[config.mk]
export PLATFORM = sky130hd
export DESIGN_NAME = delimited_field_tokenizer
export DESIGN_NICKNAME = d
export VERILOG_FILES = /design/src/dft_pkg.sv /design/src/dft_char_class.sv /design/src/dft_line_fsm.sv /design/src/delimited_field_tokenizer.sv
export SDC_FILE = /design/constraint.sdc
export NUM_CORES = 1
export LEC_CHECK = 0
export BUFFER_PORTS_ARGS = -buffer_cell sky130_fd_sc_hd__buf_2
export CORE_ASPECT_RATIO = 2
export CORE_UTILIZATION = 45
export CTS_CLUSTER_DIAMETER = 60
export DETAILED_ROUTE_END_ITERATION = 16
export PLACE_DENSITY = 0.66
export SLEW_MARGIN = 40
export SYNTH_ARGS = -nofsm -noshare
export SYNTH_HDL_FRONTEND = slang
export SYNTH_SLANG_ARGS = --single-unit
[constraint.sdc]
create_clock -name aclk -period 8.1 [get_ports aclk]
set_clock_uncertainty 0.15 [all_clocks]
set_input_delay 1.62 -clock aclk [delete_from_list [all_inputs] [get_ports aclk]]
set_output_delay 1.62 -clock aclk [all_outputs]
set_load 0.1 [all_outputs]
[src/dft_pkg.sv]
// Package for the delimited field tokenizer: character codes, register
// indexes, the character class bundle and the per-character result record.
// No dependencies.
`timescale 1ns / 1ps

package dft_pkg;

    // Default longest line, in characters
    localparam int MAX_LINE_DEF = 256;

    // Configuration register indexes
    localparam logic [1:0] REG_SEPARATOR   = 2'd0;
    localparam logic [1:0] REG_NUMBER_BASE = 2'd1;
    localparam logic [1:0] REG_ALLOW_EMPTY = 2'd2;

    // Reset values of the configuration registers
    localparam logic [7:0] SEPARATOR_RST   = 8'd44;
    localparam logic [4:0] NUMBER_BASE_RST = 5'd10;

    // Character codes
    localparam logic [7:0] CH_QUOTE = 8'h22;
    localparam logic [7:0] CH_SPACE = 8'h20;
    localparam logic [7:0] CH_0     = 8'h30;
    localparam logic [7:0] CH_9     = 8'h39;
    localparam logic [7:0] CH_UA    = 8'h41;
    localparam logic [7:0] CH_UF    = 8'h46;
    localparam logic [7:0] CH_LA    = 8'h61;
    localparam logic [7:0] CH_LF    = 8'h66;

    // What one character is, as seen by the line state machine
    typedef struct packed {
        logic       is_sep;
        logic       is_quote;
        logic       is_space;
        logic       is_hex;
        logic [3:0] digit;
    } char_class_t;

    // One result item
    typedef struct packed {
        logic        line_end;
        logic        parse_error;
        logic        value_ok;
        logic [15:0] field_value;
        logic [7:0]  field_length;
        logic [7:0]  field_start;
        logic        field_done;
    } result_t;

endpackage

[src/dft_char_class.sv]
// Character classifier: separator, quote and space matches and hex digit
// decode for one character. Depends on dft_pkg.
`timescale 1ns / 1ps

module dft_char_class
    import dft_pkg::*;
(
    input  logic [7:0]  ch,
    input  logic [7:0]  separator,
    output char_class_t cls
);

    logic is_dec;
    logic is_upper;
    logic is_lower;

    // Digit ranges
    assign is_dec   = (ch >= CH_0)  && (ch <= CH_9);
    assign is_upper = (ch >= CH_UA) && (ch <= CH_UF);
    assign is_lower = (ch >= CH_LA) && (ch <= CH_LF);

    always_comb begin
        cls.is_sep   = (ch == separator);
        cls.is_quote = (ch == CH_QUOTE);
        cls.is_space = (ch == CH_SPACE);
        cls.is_hex   = is_dec || is_upper || is_lower;
        if (is_dec) begin
            cls.digit = 4'(ch - CH_0);
        end else if (is_upper) begin
            cls.digit = 4'(ch - CH_UA + 8'd10);
        end else if (is_lower) begin
            cls.digit = 4'(ch - CH_LA + 8'd10);
        end else begin
            cls.digit = 4'd0;
        end
    end

endmodule

[src/dft_line_fsm.sv]
// Line state machine: parse state, character index, field start, value
// accumulator and bad digit flag, plus the result for the current character.
// Depends on dft_pkg.
`timescale 1ns / 1ps

module dft_line_fsm
    import dft_pkg::*;
#(
    parameter int MAX_LINE = MAX_LINE_DEF
) (
    input  logic        aclk,
    input  logic        aresetn,
    input  logic        advance,
    input  logic        last,
    input  char_class_t cls,
    input  logic [4:0]  number_base,
    input  logic        allow_empty,
    output result_t     res
);

    localparam int IDX_W = $clog2(MAX_LINE + 1);
    localparam int EXT_W = (IDX_W > 8) ? IDX_W : 8;
    localparam logic [IDX_W-1:0] LINE_LIMIT = IDX_W'(MAX_LINE);

    typedef enum logic [2:0] {
        ST_INIT   = 3'd0,
        ST_EXPR   = 3'd1,
        ST_DELIM  = 3'd2,
        ST_SQUOTE = 3'd3,
        ST_QUOTED = 3'd4,
        ST_EQUOTE = 3'd5,
        ST_END    = 3'd6,
        ST_ERR    = 3'd7
    } state_t;

    state_t           state_reg, state_next;
    logic [IDX_W-1:0] idx_reg, idx_next;
    logic [IDX_W-1:0] begin_reg, begin_next;
    logic [15:0]      acc_reg, acc_next;
    logic             bad_reg, bad_next;

    state_t           cur;
    logic             clear_acc;
    logic [15:0]      acc_base;
    logic [20:0]      prod;
    logic             char_done;
    logic             end_done;
    logic [IDX_W-1:0] pos;
    logic [IDX_W-1:0] len;
    logic             ok;

    // Transition for one character out of the registered state
    always_comb begin
        case (state_reg)
            ST_DELIM: begin
                if (cls.is_sep)        cur = ST_DELIM;
                else if (cls.is_quote) cur = ST_SQUOTE;
                else if (cls.is_space) cur = ST_INIT;
                else                   cur = ST_EXPR;
            end
            ST_INIT: begin
                if (cls.is_space)      cur = ST_INIT;
                else if (cls.is_sep)   cur = ST_DELIM;
                else if (cls.is_quote) cur = ST_SQUOTE;
                else                   cur = ST_EXPR;
            end
            ST_QUOTED, ST_SQUOTE: begin
                cur = cls.is_quote ? ST_EQUOTE : ST_QUOTED;
            end
            ST_EXPR: begin
                cur = cls.is_sep ? ST_DELIM : ST_EXPR;
            end
            ST_EQUOTE: begin
                cur = (cls.is_sep || cls.is_space) ? ST_DELIM : ST_ERR;
            end
            default: begin
                cur = ST_ERR;
            end
        endcase
    end

    // A new field clears the accumulator before this character's digit
    assign clear_acc = ((cur == ST_EXPR) && (state_reg != ST_EXPR)) || (cur == ST_SQUOTE);
    assign acc_base  = clear_acc ? 16'd0 : acc_reg;
    assign prod      = 21'(acc_base) * 21'(number_base);

    // Per-character update and field completion
    always_comb begin
        state_next = state_reg;
        idx_next   = idx_reg;
        begin_next = begin_reg;
        acc_next   = acc_reg;
        bad_next   = bad_reg;
        char_done  = 1'b0;

        if (state_reg != ST_ERR) begin
            if (idx_reg >= LINE_LIMIT) begin
                state_next = ST_ERR;
            end else begin
                if (cur == ST_EXPR && state_reg != ST_EXPR) begin
                    begin_next = idx_reg;
                end else if (cur == ST_SQUOTE) begin
                    begin_next = idx_reg + 1'b1;
                end
                if (clear_acc) begin
                    acc_next = 16'd0;
                    bad_next = 1'b0;
                end
                if (cur == ST_EXPR || cur == ST_QUOTED) begin
                    if (cls.is_hex) begin
                        acc_next = prod[15:0] + 16'(cls.digit);
                    end else begin
                        bad_next = 1'b1;
                    end
                end
                // Empty field between separators, or at a line start or after spaces
                if ((state_reg == ST_DELIM && cur == ST_DELIM) ||
                    (state_reg == ST_INIT && cur == ST_DELIM)) begin
                    begin_next = idx_reg;
                    char_done  = 1'b1;
                end else if (state_reg != cur && cur != ST_EXPR && cur != ST_SQUOTE &&
                             (state_reg == ST_EXPR || cur == ST_EQUOTE)) begin
                    char_done = 1'b1;
                end
                state_next = cur;
                idx_next   = idx_reg + 1'b1;
            end
        end

        // Line end closes an unquoted field still open
        end_done = last && !char_done && (state_next == ST_EXPR);
        if (last && state_next != ST_ERR) begin
            state_next = ST_END;
        end
    end

    // Field report
    assign pos = char_done ? idx_reg : idx_next;
    assign len = (pos >= begin_next) ? (pos - begin_next) : '0;
    assign ok  = (len == '0) ? allow_empty : !bad_next;

    always_comb begin
        res             = '0;
        res.line_end    = last;
        res.parse_error = (state_next == ST_ERR);
        if (char_done || end_done) begin
            res.field_done   = 1'b1;
            res.field_start  = 8'(EXT_W'(begin_next));
            res.field_length = 8'(EXT_W'(len));
            res.value_ok     = ok;
            res.field_value  = (ok && len != '0) ? acc_next : 16'd0;
        end
    end

    // Line state; a last character returns it to the start of a line
    always_ff @(posedge aclk) begin
        if (!aresetn) begin
            state_reg <= ST_INIT;
            idx_reg   <= '0;
            begin_reg <= '0;
            acc_reg   <= 16'd0;
            bad_reg   <= 1'b0;
        end else if (advance) begin
            if (last) begin
                state_reg <= ST_INIT;
                idx_reg   <= '0;
                begin_reg <= '0;
                acc_reg   <= 16'd0;
                bad_reg   <= 1'b0;
            end else begin
                state_reg <= state_next;
                idx_reg   <= idx_next;
                begin_reg <= begin_next;
                acc_reg   <= acc_next;
                bad_reg   <= bad_next;
            end
        end
    end

endmodule

[src/delimited_field_tokenizer.sv]
// Top level of the delimited field tokenizer: configuration registers,
// classifier, line state machine and output register.
// Depends on dft_pkg, dft_char_class and dft_line_fsm.
//
//   channel   | ports              | moves
//   ----------+--------------------+-------------------------------------------
//   input     | s_tvalid/s_tready  | one character, tlast marks line end
//   result    | m_tvalid/m_tready  | one result per character
//   config    | cfg_we             | separator, number base, allow empty
//
// For each character, the state update and the 16x5 multiply-add
// sit between the line state registers and the output register.
// One result leaves for every character; a new character is taken every cycle
// while the output register is empty or being drained in the same cycle.
// Reset (aresetn low, synchronous) returns the line state and registers to
// their defaults and empties the output register.
`timescale 1ns / 1ps

module delimited_field_tokenizer
    import dft_pkg::*;
#(
    parameter int MAX_LINE = MAX_LINE_DEF
) (
    input  logic        aclk,
    input  logic        aresetn,
    // Configuration writes
    input  logic        cfg_we,
    input  logic [1:0]  cfg_addr,
    input  logic [7:0]  cfg_wdata,
    // Character stream
    input  logic        s_tvalid,
    output logic        s_tready,
    input  logic [7:0]  s_tdata,   // [7:0] ch
    input  logic        s_tlast,   // last
    // Result stream
    output logic        m_tvalid,
    input  logic        m_tready,
    output logic [31:0] m_tdata,   // [7:0] field_start, [15:8] field_length,
                                   // [31:16] field_value
    output logic [2:0]  m_tuser,   // [0] field_done, [1] value_ok, [2] parse_error
    output logic        m_tlast    // line_end
);

    logic [7:0]  separator_reg;
    logic [4:0]  number_base_reg;
    logic        allow_empty_reg;
    logic        m_tvalid_reg;
    result_t     out_reg;

    logic        s_accept;
    char_class_t cls;
    result_t     res;

    // Configuration registers
    always_ff @(posedge aclk) begin
        if (!aresetn) begin
            separator_reg   <= SEPARATOR_RST;
            number_base_reg <= NUMBER_BASE_RST;
            allow_empty_reg <= 1'b0;
        end else if (cfg_we) begin
            case (cfg_addr)
                REG_SEPARATOR:   separator_reg   <= cfg_wdata;
                REG_NUMBER_BASE: number_base_reg <= cfg_wdata[4:0];
                REG_ALLOW_EMPTY: allow_empty_reg <= cfg_wdata[0];
                default: ;
            endcase
        end
    end

    assign s_tready = !m_tvalid_reg || m_tready;
    assign s_accept = s_tvalid && s_tready;

    dft_char_class u_class (
        .ch        (s_tdata),
        .separator (separator_reg),
        .cls       (cls)
    );

    dft_line_fsm #(
        .MAX_LINE (MAX_LINE)
    ) u_fsm (
        .aclk        (aclk),
        .aresetn     (aresetn),
        .advance     (s_accept),
        .last        (s_tlast),
        .cls         (cls),
        .number_base (number_base_reg),
        .allow_empty (allow_empty_reg),
        .res         (res)
    );

    // Output register: valid flag under reset, payload loads on transfer
    always_ff @(posedge aclk) begin
        if (!aresetn) begin
            m_tvalid_reg <= 1'b0;
        end else if (s_accept) begin
            m_tvalid_reg <= 1'b1;
        end else if (m_tready) begin
            m_tvalid_reg <= 1'b0;
        end
    end

    always_ff @(posedge aclk) begin
        if (s_accept) begin
            out_reg <= res;
        end
    end

    assign m_tvalid = m_tvalid_reg;
    assign m_tdata  = {out_reg.field_value, out_reg.field_length, out_reg.field_start};
    assign m_tuser  = {out_reg.parse_error, out_reg.value_ok, out_reg.field_done};
    assign m_tlast  = out_reg.line_end;

`ifndef SYNTHESIS
    // A taken character always shows up as a result in the next cycle
    a_accept_to_result: assert property (@(posedge aclk) disable iff (!aresetn)
        s_accept |=> m_tvalid)
        else $error("accepted character produced no result");

    // A stalled result is never dropped
    a_hold_result: assert property (@(posedge aclk) disable iff (!aresetn)
        (m_tvalid && !m_tready) |=> m_tvalid)
        else $error("stalled result lost");

    // Without a completed field, field data and value flag are zero
    a_idle_fields: assert property (@(posedge aclk) disable iff (!aresetn)
        (m_tvalid && !m_tuser[0]) |-> (m_tdata == 32'd0 && !m_tuser[1]))
        else $error("field data present without a completed field");

    // The error state never completes a field
    a_error_no_field: assert property (@(posedge aclk) disable iff (!aresetn)
        m_tvalid |-> !(m_tuser[0] && m_tuser[2]))
        else $error("field completed in error state");
`endif

endmodule
==> out/results.tsv, run 1 <==
stage	metric	value	unit
run_status	outcome	finished, final reports clean	
synthesis	ys.warnings.count	0	
final_layout	syn_to_final_growth	10.19	%
grt	grt_pass1_wl	32730	um
detailed_routing	vias	6309	
synthesis	synth_nets	949	
timing	holdWs	0.3366	ns
detailed_routing	wl	19750	um
setup_path	crit_required	8.07	ns
timing	relSlewSlack	0.5149	
synthesis	synth_cell_types	80	
synthesis	ys_ff_latch	89	
clocking	cts_hold_buffers	0	
detailed_routing	first_pass_iters	4	
place	dp_hpwl	15580	um
timing	period_needed	7.112	ns
die	dieArea	17160	um2
die	ios	62	
clocking	numCtsBuffers	9	
die	start_util	0.4595	
pwr	p_per_area	138.2	nW/um2
clocking	worstSkewPairLatency	0.36	ns
synthesis	synth_most_common_cell	inv_1	
timing	max_freq	140.6	MHz
timing	worstMarginPinSlew	0.7276	ns
clocking	root_buffer	clkbuf_16	
place	gp_congestion	0.9119	
detailed_routing	drtAntennaViolNets	0	
pwr	p_leak	3.705	nW
grt	grt_max_degree	50	
place	place_inst	1075	
grt	first_global_vias	6560	
synthesis	yosysTopAreaCellShare	0.1446	
detailed_routing	drtIter0Drc	199	
final_layout	nets	990	
synthesis	async_flop_share	0	
timing	final_max_slew_viol_count	0	
setup_path	cp-start-kind	input pin	
synthesis	synth_flop_cell	dfxtp_1	
synthesis	synth-xor-area-share	0.03816	
die	core_area	16270	um2
pwr	ir_drop	0.08328	mV
synthesis	syn_area	7476	um2
final_layout	fillers	1589	
timing	finalSetupTns	0	ns
timing	period_share	0.8780	
setup_path	ff2ff_setup_slack	2.40	ns
clocking	clk_path_buf_depth	2	
synthesis	synth.area.top_cells	edfxtp_1 (14%), dfxtp_1 (14%), fa_1 (10%)	
synthesis	synth-compound-area-share	0.1757	
synthesis	synth_top_area_cell	edfxtp_1	
final_layout	fin_cells	1091	
synthesis	ys_top_cells_by_count	inv_1 (94), and3_1 (69), nor2_1 (57)	
die	die_y	184.3	um
synthesis	syn_inst	841	
setup_path	crit_type	in -> reg	
clocking	clk_pin_slew	0.08	ns
synthesis	synth_top_family_by_area	simple AND/OR/NAND/NOR gates	
job	cap_violations	0	
timing	finalHoldViolCount	0	
synthesis	synthMuxAreaShare	0.02845	
synthesis	synth-simple-area-share	0.2146	
die	die_x	93.14	um
clocking	postCtsResizedCells	0	
synthesis	seq_area_frac_synth	0.2865	
clocking	post_cts_buffers	0	
synthesis	synth_area_per_cell	8.889	um2
clocking	cts_tree	built	
final_layout	antenna-diode-count	0	
detailed_routing	avgRoutedWirePerCell	18.10	um
clocking	h-tree-depth	3	
synthesis	synth_edf_count	36	
place	port_buffers	61	
hold_path	hold_class	reg -> reg	
clocking	cts_num_sinks	89	
timing	setup_violations	0	
setup_path	worstPathArrival	7.08	ns
die	rows	66	
grt	grt_antenna_before_repair	0	
detailed_routing	vias_per_cell	5.783	
setup_path	crit_fanout	49	
grt	overflow	0	
synthesis	synth_fa_ha_area_frac	0.1797	
grt	grt_usage	0.2493	
final_layout	drive_above_1_share	0.1421	
final_layout	largest_register_ffs	32	
detailed_routing	drc	0	
timing	rsz0062_at_grt	no	
setup_path	cp-end-kind	register	
[metal layers]
metal,share of wire,global-route usage,vias to the layer above
met3,0.020,0.02393,82
met4,0.086,0.2031,0
met1,0.33,0.2216,3058
met2,0.56,0.4871,132
met5,0,0,-
li1,-,-,3037
[report_power, final]
group | internal (mW) | total [mW] | switching (mW) | leakage, nW
registers | 0.482 | 0.492 | 0.00966 | 0.793
logic | 0.0528 | 0.218 | 0.165 | 2.76
clock network | 0.220 | 0.429 | 0.209 | 0.150
[final timing paths]
check / end / depth (start not counted) / startpoint
worst max-delay path: m_tdata[28]$_SDFFCE_PN0P_ / 22 / s_tdata[0]
worst min-delay path: u_fsm.begin_reg[6]$_SDFFE_PN0P_ / 2 / u_fsm.begin_reg[6]$_SDFFE_PN0P_
worst max register to register: m_tdata[28]$_SDFFCE_PN0P_ / 19 / u_fsm.state_reg[0]$_SDFFE_PN0P_
worst min register to register: u_fsm.begin_reg[6]$_SDFFE_PN0P_ / 2 / u_fsm.begin_reg[6]$_SDFFE_PN0P_
[stage by stage]
step | utilization | worst slack, ns | area [um2] | power [mW]
floorplan | - | 0.9454 | 7476 | 0.6725
global placement | 0.4868 | 0.7342 | 7920 | 0.7185
detailed placement | 0.4872 | 0.6092 | 7926 | 0.7205
CTS | 0.5064 | 0.9933 | 8238 | 1.147
global route | 0.5064 | 0.6788 | 8238 | 1.177
finish | 0.5064 | 0.9884 | 8238 | 1.139
[critical path, stage by stage]
cell and delay [ns]:
buf_2 0.14, inv_1 0.09, ha_1 0.21, or4b_4 0.48, or2_4 0.27, a2bb2oi_1 0.16, nand2_1 0.10, buf_4 0.34
nand3_1 0.16, fa_1 0.54, fa_1 0.52, fa_1 0.54, inv_1 0.04, ha_1 0.33, nor2b_1 0.15, o21ai_0 0.21
a21oi_1 0.14, o41a_1 0.36, a31o_2 0.26, and3b_1 0.18, a22oi_1 0.19, nor2_2 0.04
[kinds of logic (layout without fill, tap and decap cells)]
logic type,Yosys count,after routing
adders and majority gates,84,84
and+or+nand+nor,291,291
DFF,89,89
xor gates and xnor gates,31,31
buffers and inverters,139,185
muxes,21,21
AOI/OAI and AO/OA,186,186
[placed cells by master, fill, tap and decap left out, drive strengths merged, types with 9 or more instances in the layout]
cell | Yosys | final
buf | 13 | 75
mux2i | 19 | 19
a22o | 15 | 15
o21ai | 49 | 49
nor3 | 14 | 14
nand3 | 23 | 23
a21oi | 30 | 30
nor2 | 67 | 67
a22oi | 18 | 18
nor2b | 24 | 24
ha | 45 | 45
and3 | 69 | 69
xnor2 | 26 | 26
fa | 39 | 39
dfxtp | 53 | 53
nand2 | 43 | 43
edfxtp | 36 | 36
clkbuf | 32 | 9
and2 | 13 | 13
inv | 94 | 96
[area by class of cell]
class                           instances  area [um2]  area share
Multi-Input combinational cell        613        4766      0.5785
Sequential cell                        89        2142      0.2600
Timing Repair Buffer                   75       410.4     0.04982
Inverter                               94       352.8     0.04283
Tap cell                              204       255.2     0.03098
Clock buffer                            9       225.2     0.02734
Clock inverter                          7       86.33     0.01048
Power figures use the tool's default switching activity.
==> inputs of run 2 (changes only) <==
CTS_BUF_LIST = sky130_fd_sc_hd__clkbuf_8   (was unset)
TNS_END_PERCENT = 30   (was unset)
==> run 2 against run 1 <==
Total power is 10% lower. Sequential power barely moved. Cell count unchanged. Core utilization fell by 0.62 points. Sequential cell count unchanged. First-iteration DRC count is 37% higher. Clock power is 27% lower. Non-clock buffer count stayed put. Register-to-register slack got worse by 0.02 ns. Worst setup slack better by 0.018 ns. Largest cell class unchanged. Largest power group unchanged.
==> out/results.tsv, run 2 (synthesis results as in run 1) <==
stage	metric	value	unit	change
timing	final_max_slew_viol_count	0		unchanged
setup_path	worstPathArrival	7.09	ns	was 7.08 ns
die	die_x	93.14	um	unchanged
final_layout	final_cell_area	8137	um2	was 8238 um2
setup_path	cp-start-kind	input pin		unchanged
timing	finalSetupTns	0	ns	unchanged
setup_path	crit_required	8.10	ns	was 8.07 ns
detailed_routing	drc	0		unchanged
detailed_routing	drtIter0Drc	272		was 199
final_layout	largest_register_ffs	32		unchanged
die	rows	66		unchanged
pwr	p_per_area	125.9	nW/um2	was 138.2 nW/um2
job	cap_violations	0		unchanged
clocking	clk_path_buf_depth	2		unchanged
pwr	ir_drop	0.06563	mV	was 0.08328 mV
final_layout	layout_commonest_cell	inv_1		unchanged
final_layout	syn_to_final_growth	8.837	%	was 10.19%
timing	max_freq	141.0	MHz	was 140.6 MHz
die	start_util	0.4595		unchanged
grt	grt_pass1_wl	32610	um	was 32730 um
grt	overflow	0		unchanged
detailed_routing	avgRoutedWirePerCell	18.09	um	was 18.10 um
final_layout	nets	990		unchanged
setup_path	cp-end-kind	register		unchanged
detailed_routing	wl	19730	um	was 19750 um
clocking	cts_hold_buffers	0		unchanged
clocking	post_cts_buffers	0		unchanged
detailed_routing	drtAntennaViolNets	0		unchanged
die	core_area	16270	um2	unchanged
place	gp_congestion	0.9119		unchanged
die	dieArea	17160	um2	unchanged
die	ios	62		unchanged
clocking	cts_tree	built		unchanged
clocking	postCtsResizedCells	0		unchanged
timing	setup_violations	0		unchanged
clocking	h-tree-depth	3		unchanged
clocking	cts_num_sinks	89		unchanged
clocking	clk_pin_slew	0.10	ns	was 0.08 ns
timing	period_share	0.8758		was 0.8780
timing	relSlewSlack	0.5246		was 0.5149
clocking	root_buffer	clkbuf_8		was clkbuf_16
hold_path	hold_class	reg -> reg		unchanged
pwr	p_leak	3.659	nW	was 3.705 nW
detailed_routing	first_pass_iters	4		unchanged
timing	worstMarginPinSlew	0.7108	ns	was 0.7276 ns
timing	holdWs	0.3408	ns	was 0.3366 ns
place	dp_hpwl	15580	um	unchanged
setup_path	crit_type	in -> reg		unchanged
grt	grt_max_degree	50		unchanged
detailed_routing	drt-met1-wl	6529	um	was 6526 um
timing	period_needed	7.094	ns	was 7.112 ns
grt	first_global_vias	6518		was 6560
final_layout	antenna-diode-count	0		unchanged
grt	grt_usage	0.2483		was 0.2493
final_layout	drive_above_1_share	0.1421		unchanged
timing	finalHoldViolCount	0		unchanged
grt	grt_antenna_before_repair	0		unchanged
detailed_routing	wl_met3	482	um	was 391 um
run_status	outcome	finished, final reports clean		unchanged
die	die_y	184.3	um	unchanged
timing	rsz0062_at_grt	no		unchanged
detailed_routing	top_layer_used	met4		unchanged
pwr	finalPower	1.024	mW	was 1.139 mW
detailed_routing	vias_per_cell	5.808		was 5.783
clocking	worstSkewPairLatency	0.39	ns	was 0.36 ns
detailed_routing	routed-wl-met2	11190	um	was 11140 um
place	port_buffers	61		unchanged
clocking	numCtsBuffers	9		unchanged
detailed_routing	vias	6336		was 6309
final_layout	most-common-layout-cells	inv_1 (94), and3_1 (69), buf_2 (61)		unchanged
setup_path	crit_fanout	49		unchanged
place	place_area	7926	um2	unchanged
-- run 2: cell counts in the layout (fill, tap and decap cells not counted) --
No cell type changed its count.
-- run 2: worst paths after layout --
kind                                                 startpoint                         endpoint  slack, ns  depth (start not counted)
worst max-delay path                                 s_tdata[0]        m_tdata[28]$_SDFFCE_PN0P_       1.01                         22
worst min-delay path            u_fsm.begin_reg[6]$_SDFFE_PN0P_  u_fsm.begin_reg[6]$_SDFFE_PN0P_       0.34                          2
worst max register to register  u_fsm.state_reg[0]$_SDFFE_PN0P_        m_tdata[28]$_SDFFCE_PN0P_       2.38                         19
worst min register to register  u_fsm.begin_reg[6]$_SDFFE_PN0P_  u_fsm.begin_reg[6]$_SDFFE_PN0P_       0.34                          2
-- run 2: per-layer routing --
metal,vias to the layer above,track usage
met1,3096,0.2225
met2,143,0.4850
met3,62,0.02888
met5,-,0
met4,0,0.1908
li1,3035,-
-- run 2: report_power, final --
part           leakage (nW)  switching, mW  internal [mW]
Combinational          2.76          0.165         0.0528
Clock                 0.104          0.191          0.123
Sequential            0.793        0.00961          0.482
-- run 2: through the flow --
| stage | util | instances | setup slack, ns |
|---|---|---|---|
| finish | 0.5002 | 1091 | 1.006 |
| floorplan | - | 841 | 0.9454 |
| detailed placement | 0.4872 | 1075 | 0.6092 |
| CTS | 0.5002 | 1091 | 1.039 |
| global placement | 0.4868 | 1075 | 0.7342 |
| global route | 0.5002 | 1091 | 0.7293 |
-- run 2: area by class of cell --
class	count	area, um2
Clock buffer	9	123.9
Fill cell	1596	8132
Clock inverter	7	86.33
Sequential cell	89	2142
Inverter	94	352.8
Timing Repair Buffer	75	410.4
Multi-Input combinational cell	613	4766
Tap cell	204	255.2
-- run 2: critical path, cell delays in order --
cell and delay (ns):
buf_2 0.14, inv_1 0.09, ha_1 0.21, or4b_4 0.48
or2_4 0.27, a2bb2oi_1 0.16, nand2_1 0.10, buf_4 0.34
nand3_1 0.16, fa_1 0.54, fa_1 0.52, fa_1 0.54
inv_1 0.04, ha_1 0.33, nor2b_1 0.15, o21ai_0 0.21
a21oi_1 0.14, o41a_1 0.36, a31o_2 0.26, and3b_1 0.18
a22oi_1 0.19, nor2_2 0.04
==> inputs of run 3 (changes only) <==
BUFFER_PORTS_ARGS = -buffer_cell sky130_fd_sc_hd__buf_4   (was -buffer_cell sky130_fd_sc_hd__buf_2)
==> run 3 against run 2 <==
Final area rose by 1.8%. Die area stayed put. Worst setup slack worse by 0.23 ns. Critical path type unchanged. Total power grew 0.47%. Global-route usage shrank 0.39 points. Via count decreased by 0.35%. Critical endpoint is now m_tdata[27]$_SDFFCE_PN0P_. Non-clock buffer count rose by 1. Largest cell class unchanged. Cell count about the same. Worst hold slack worse by 0.0031 ns.
==> out/results.tsv, run 3 (synthesis results as in run 1) <==
stage	metric	value	unit	change
pwr	finalPower	1.029	mW	was 1.024 mW
timing	relSlewSlack	0.5392		was 0.5246
detailed_routing	wl	19590	um	was 19730 um
clocking	cts_tree	built		unchanged
die	ios	62		unchanged
setup_path	cp-end-kind	register		unchanged
setup_path	slowest_delay	0.59	ns	was 0.54 ns
clocking	worstSkewPairLatency	0.39	ns	about the same
grt	grt_antenna_before_repair	0		unchanged
place	port_buffers	61		unchanged
clocking	h-tree-depth	3		unchanged
grt	grt_pass1_wl	32130	um	was 32610 um
grt	overflow	0		unchanged
clocking	root_buffer	clkbuf_8		unchanged
final_layout	antenna-diode-count	0		unchanged
timing	setup_violations	0		unchanged
detailed_routing	vias_per_cell	5.782		was 5.808
final_layout	drive_above_1_share	0.1430		was 0.1421
timing	finalHoldViolCount	0		unchanged
timing	setup_ws	0.7807	ns	was 1.006 ns
clocking	cts_num_sinks	89		unchanged
die	die_x	93.14	um	unchanged
timing	rsz0062_at_grt	no		unchanged
place	dp_hpwl	15560	um	was 15580 um
place	dpl_worst_slack	0.4343	ns	was 0.6092 ns
setup_path	path_cells	buf_4 -> inv_1 -> ha_1 -> or4b_4 -> or2_4 -> a2bb2oi_1 -> nand2_1 -> buf_4 -> nand3_1 -> fa_1 -> inv_1 -> ha_1 -> inv_1 -> fa_1 -> inv_1 -> ha_1 -> a211oi_1 -> o21a_1 -> o21bai_1 -> a21oi_1 -> mux2i_1 -> nand3_1 -> a22oi_1 -> nor2_2		was buf_2 -> inv_1 -> ha_1 -> or4b_4 -> or2_4 -> a2bb2oi_1 -> nand2_1 -> buf_4 -> nand3_1 -> fa_1 -> fa_1 -> fa_1 -> inv_1 -> ha_1 -> nor2b_1 -> o21ai_0 -> a21oi_1 -> o41a_1 -> a31o_2 -> and3b_1 -> a22oi_1 -> nor2_2
pwr	ir_drop	0.1059	mV	was 0.06563 mV
setup_path	cp-start-kind	input pin		unchanged
hold_path	hold_class	reg -> reg		unchanged
setup_path	ff2ff_path_depth	19		unchanged
final_layout	layout_commonest_cell	inv_1		unchanged
clocking	clk_pin_slew	0.11	ns	was 0.10 ns
grt	grt_max_degree	41		was 50
die	die_y	184.3	um	unchanged
pwr	p_per_area	124.2	nW/um2	was 125.9 nW/um2
timing	final_max_slew_viol_count	0		unchanged
detailed_routing	vias	6314		was 6336
detailed_routing	drtAntennaViolNets	0		unchanged
die	core_area	16270	um2	unchanged
place	place_area	8087	um2	was 7926 um2
setup_path	crit_required	8.11	ns	was 8.10 ns
final_layout	nets	991		was 990
setup_path	cp_slowest_cell	fa_1		unchanged
timing	period_share	0.9036		was 0.8758
clocking	clk_path_buf_depth	2		unchanged
place	gp_congestion	0.9154		was 0.9119
job	cap_violations	0		unchanged
run_status	outcome	finished, final reports clean		unchanged
final_layout	largest_register_ffs	32		unchanged
setup_path	worstPathArrival	7.33	ns	was 7.09 ns
detailed_routing	first_pass_iters	5		was 4
setup_path	crit_fanout	28		was 49
final_layout	syn_to_final_growth	10.78	%	was 8.837%
setup_path	crit_type	in -> reg		unchanged
die	dieArea	17160	um2	unchanged
die	rows	66		unchanged
timing	worstMarginPinSlew	0.6895	ns	was 0.7108 ns
pwr	p_leak	3.698	nW	was 3.659 nW
timing	max_freq	136.6	MHz	was 141.0 MHz
final_layout	most-common-layout-cells	inv_1 (94), buf_4 (76), and3_1 (69)		was inv_1 (94), and3_1 (69), buf_2 (61)
detailed_routing	drc	0		unchanged
detailed_routing	avgRoutedWirePerCell	17.94	um	was 18.09 um
clocking	numCtsBuffers	9		unchanged
detailed_routing	drtIter0Drc	237		was 272
setup_path	path_common_cell	inv_1		was fa_1
clocking	post_cts_buffers	0		unchanged
grt	first_global_vias	6508		was 6518
clocking	postCtsResizedCells	0		unchanged
die	start_util	0.4595		unchanged
grt	grt_usage	0.2444		was 0.2483
hold_path	holdPathStages	2		unchanged
timing	period_needed	7.319	ns	was 7.094 ns
final_layout	final_cell_area	8282	um2	was 8137 um2
timing	finalSetupTns	0	ns	unchanged
clocking	cts_hold_buffers	0		unchanged
==> run 3: cell types whose count changed in the layout (fill, tap and decap cells not counted), sizes merged <==
| cell | delta |
|---|---|
| clkinv | -4 |
| buf | +1 |
| inv | +2 |
| clkinvlp | +2 |
==> run 3: area by class of cell <==
cell class	instances	area, um2
fill	1564	7986
multi-input combinational	613	4766
sequential	89	2142
timing repair buffer	76	570.5
inverter	94	352.8
tap	204	255.2
clock buffer	9	123.9
clock inverter	7	71.32
==> run 3: per-stage QoR <==
| stage | utilization | hold WS [ns] | instances |
|---|---|---|---|
| after floorplan | - | 0.2884 | 841 |
| after global placement | 0.4967 | 0.3146 | 1076 |
| after detailed placement | 0.4971 | 0.3239 | 1076 |
| after CTS | 0.5091 | 0.3398 | 1092 |
| after global routing | 0.5091 | 0.3753 | 1092 |
| final | 0.5091 | 0.3376 | 1092 |
==> run 3: worst max-delay path: cells and delay by family <==
family | cells | cell delay (ns)
fa+ha+maj | 5 | 1.92
simple gates | 6 | 1.61
compound gates | 6 | 1.28
buf+inv | 6 | 0.65
mux | 1 | 0.24
==> run 3: worst paths after layout <==
check	from	end	slack, ns
max	s_tdata[0]	m_tdata[27]$_SDFFCE_PN0P_	0.78
min	u_fsm.begin_reg[6]$_SDFFE_PN0P_	u_fsm.begin_reg[6]$_SDFFE_PN0P_	0.34
max reg2reg	u_fsm.state_reg[1]$_SDFFE_PN0P_	m_tdata[31]$_SDFFCE_PN0P_	2.13
min reg2reg	u_fsm.begin_reg[6]$_SDFFE_PN0P_	u_fsm.begin_reg[6]$_SDFFE_PN0P_	0.34
==> run 3: layer usage <==
metal | global-route usage | share of wire | up-vias
met5 | 0 | 0 | -
met4 | 0.1772 | 0.067 | 0
met3 | 0.02517 | 0.023 | 78
met2 | 0.4732 | 0.57 | 151
met1 | 0.2292 | 0.34 | 3043
li1 | - | - | 3042
==> run 3: power breakdown <==
group	internal, mW	total (mW)	leakage (nW)	switching (mW)
logic	0.0628	0.228	2.81	0.165
registers	0.482	0.492	0.793	0.00986
clock network	0.120	0.309	0.0931	0.188
total	0.665	1.03	3.70	0.363
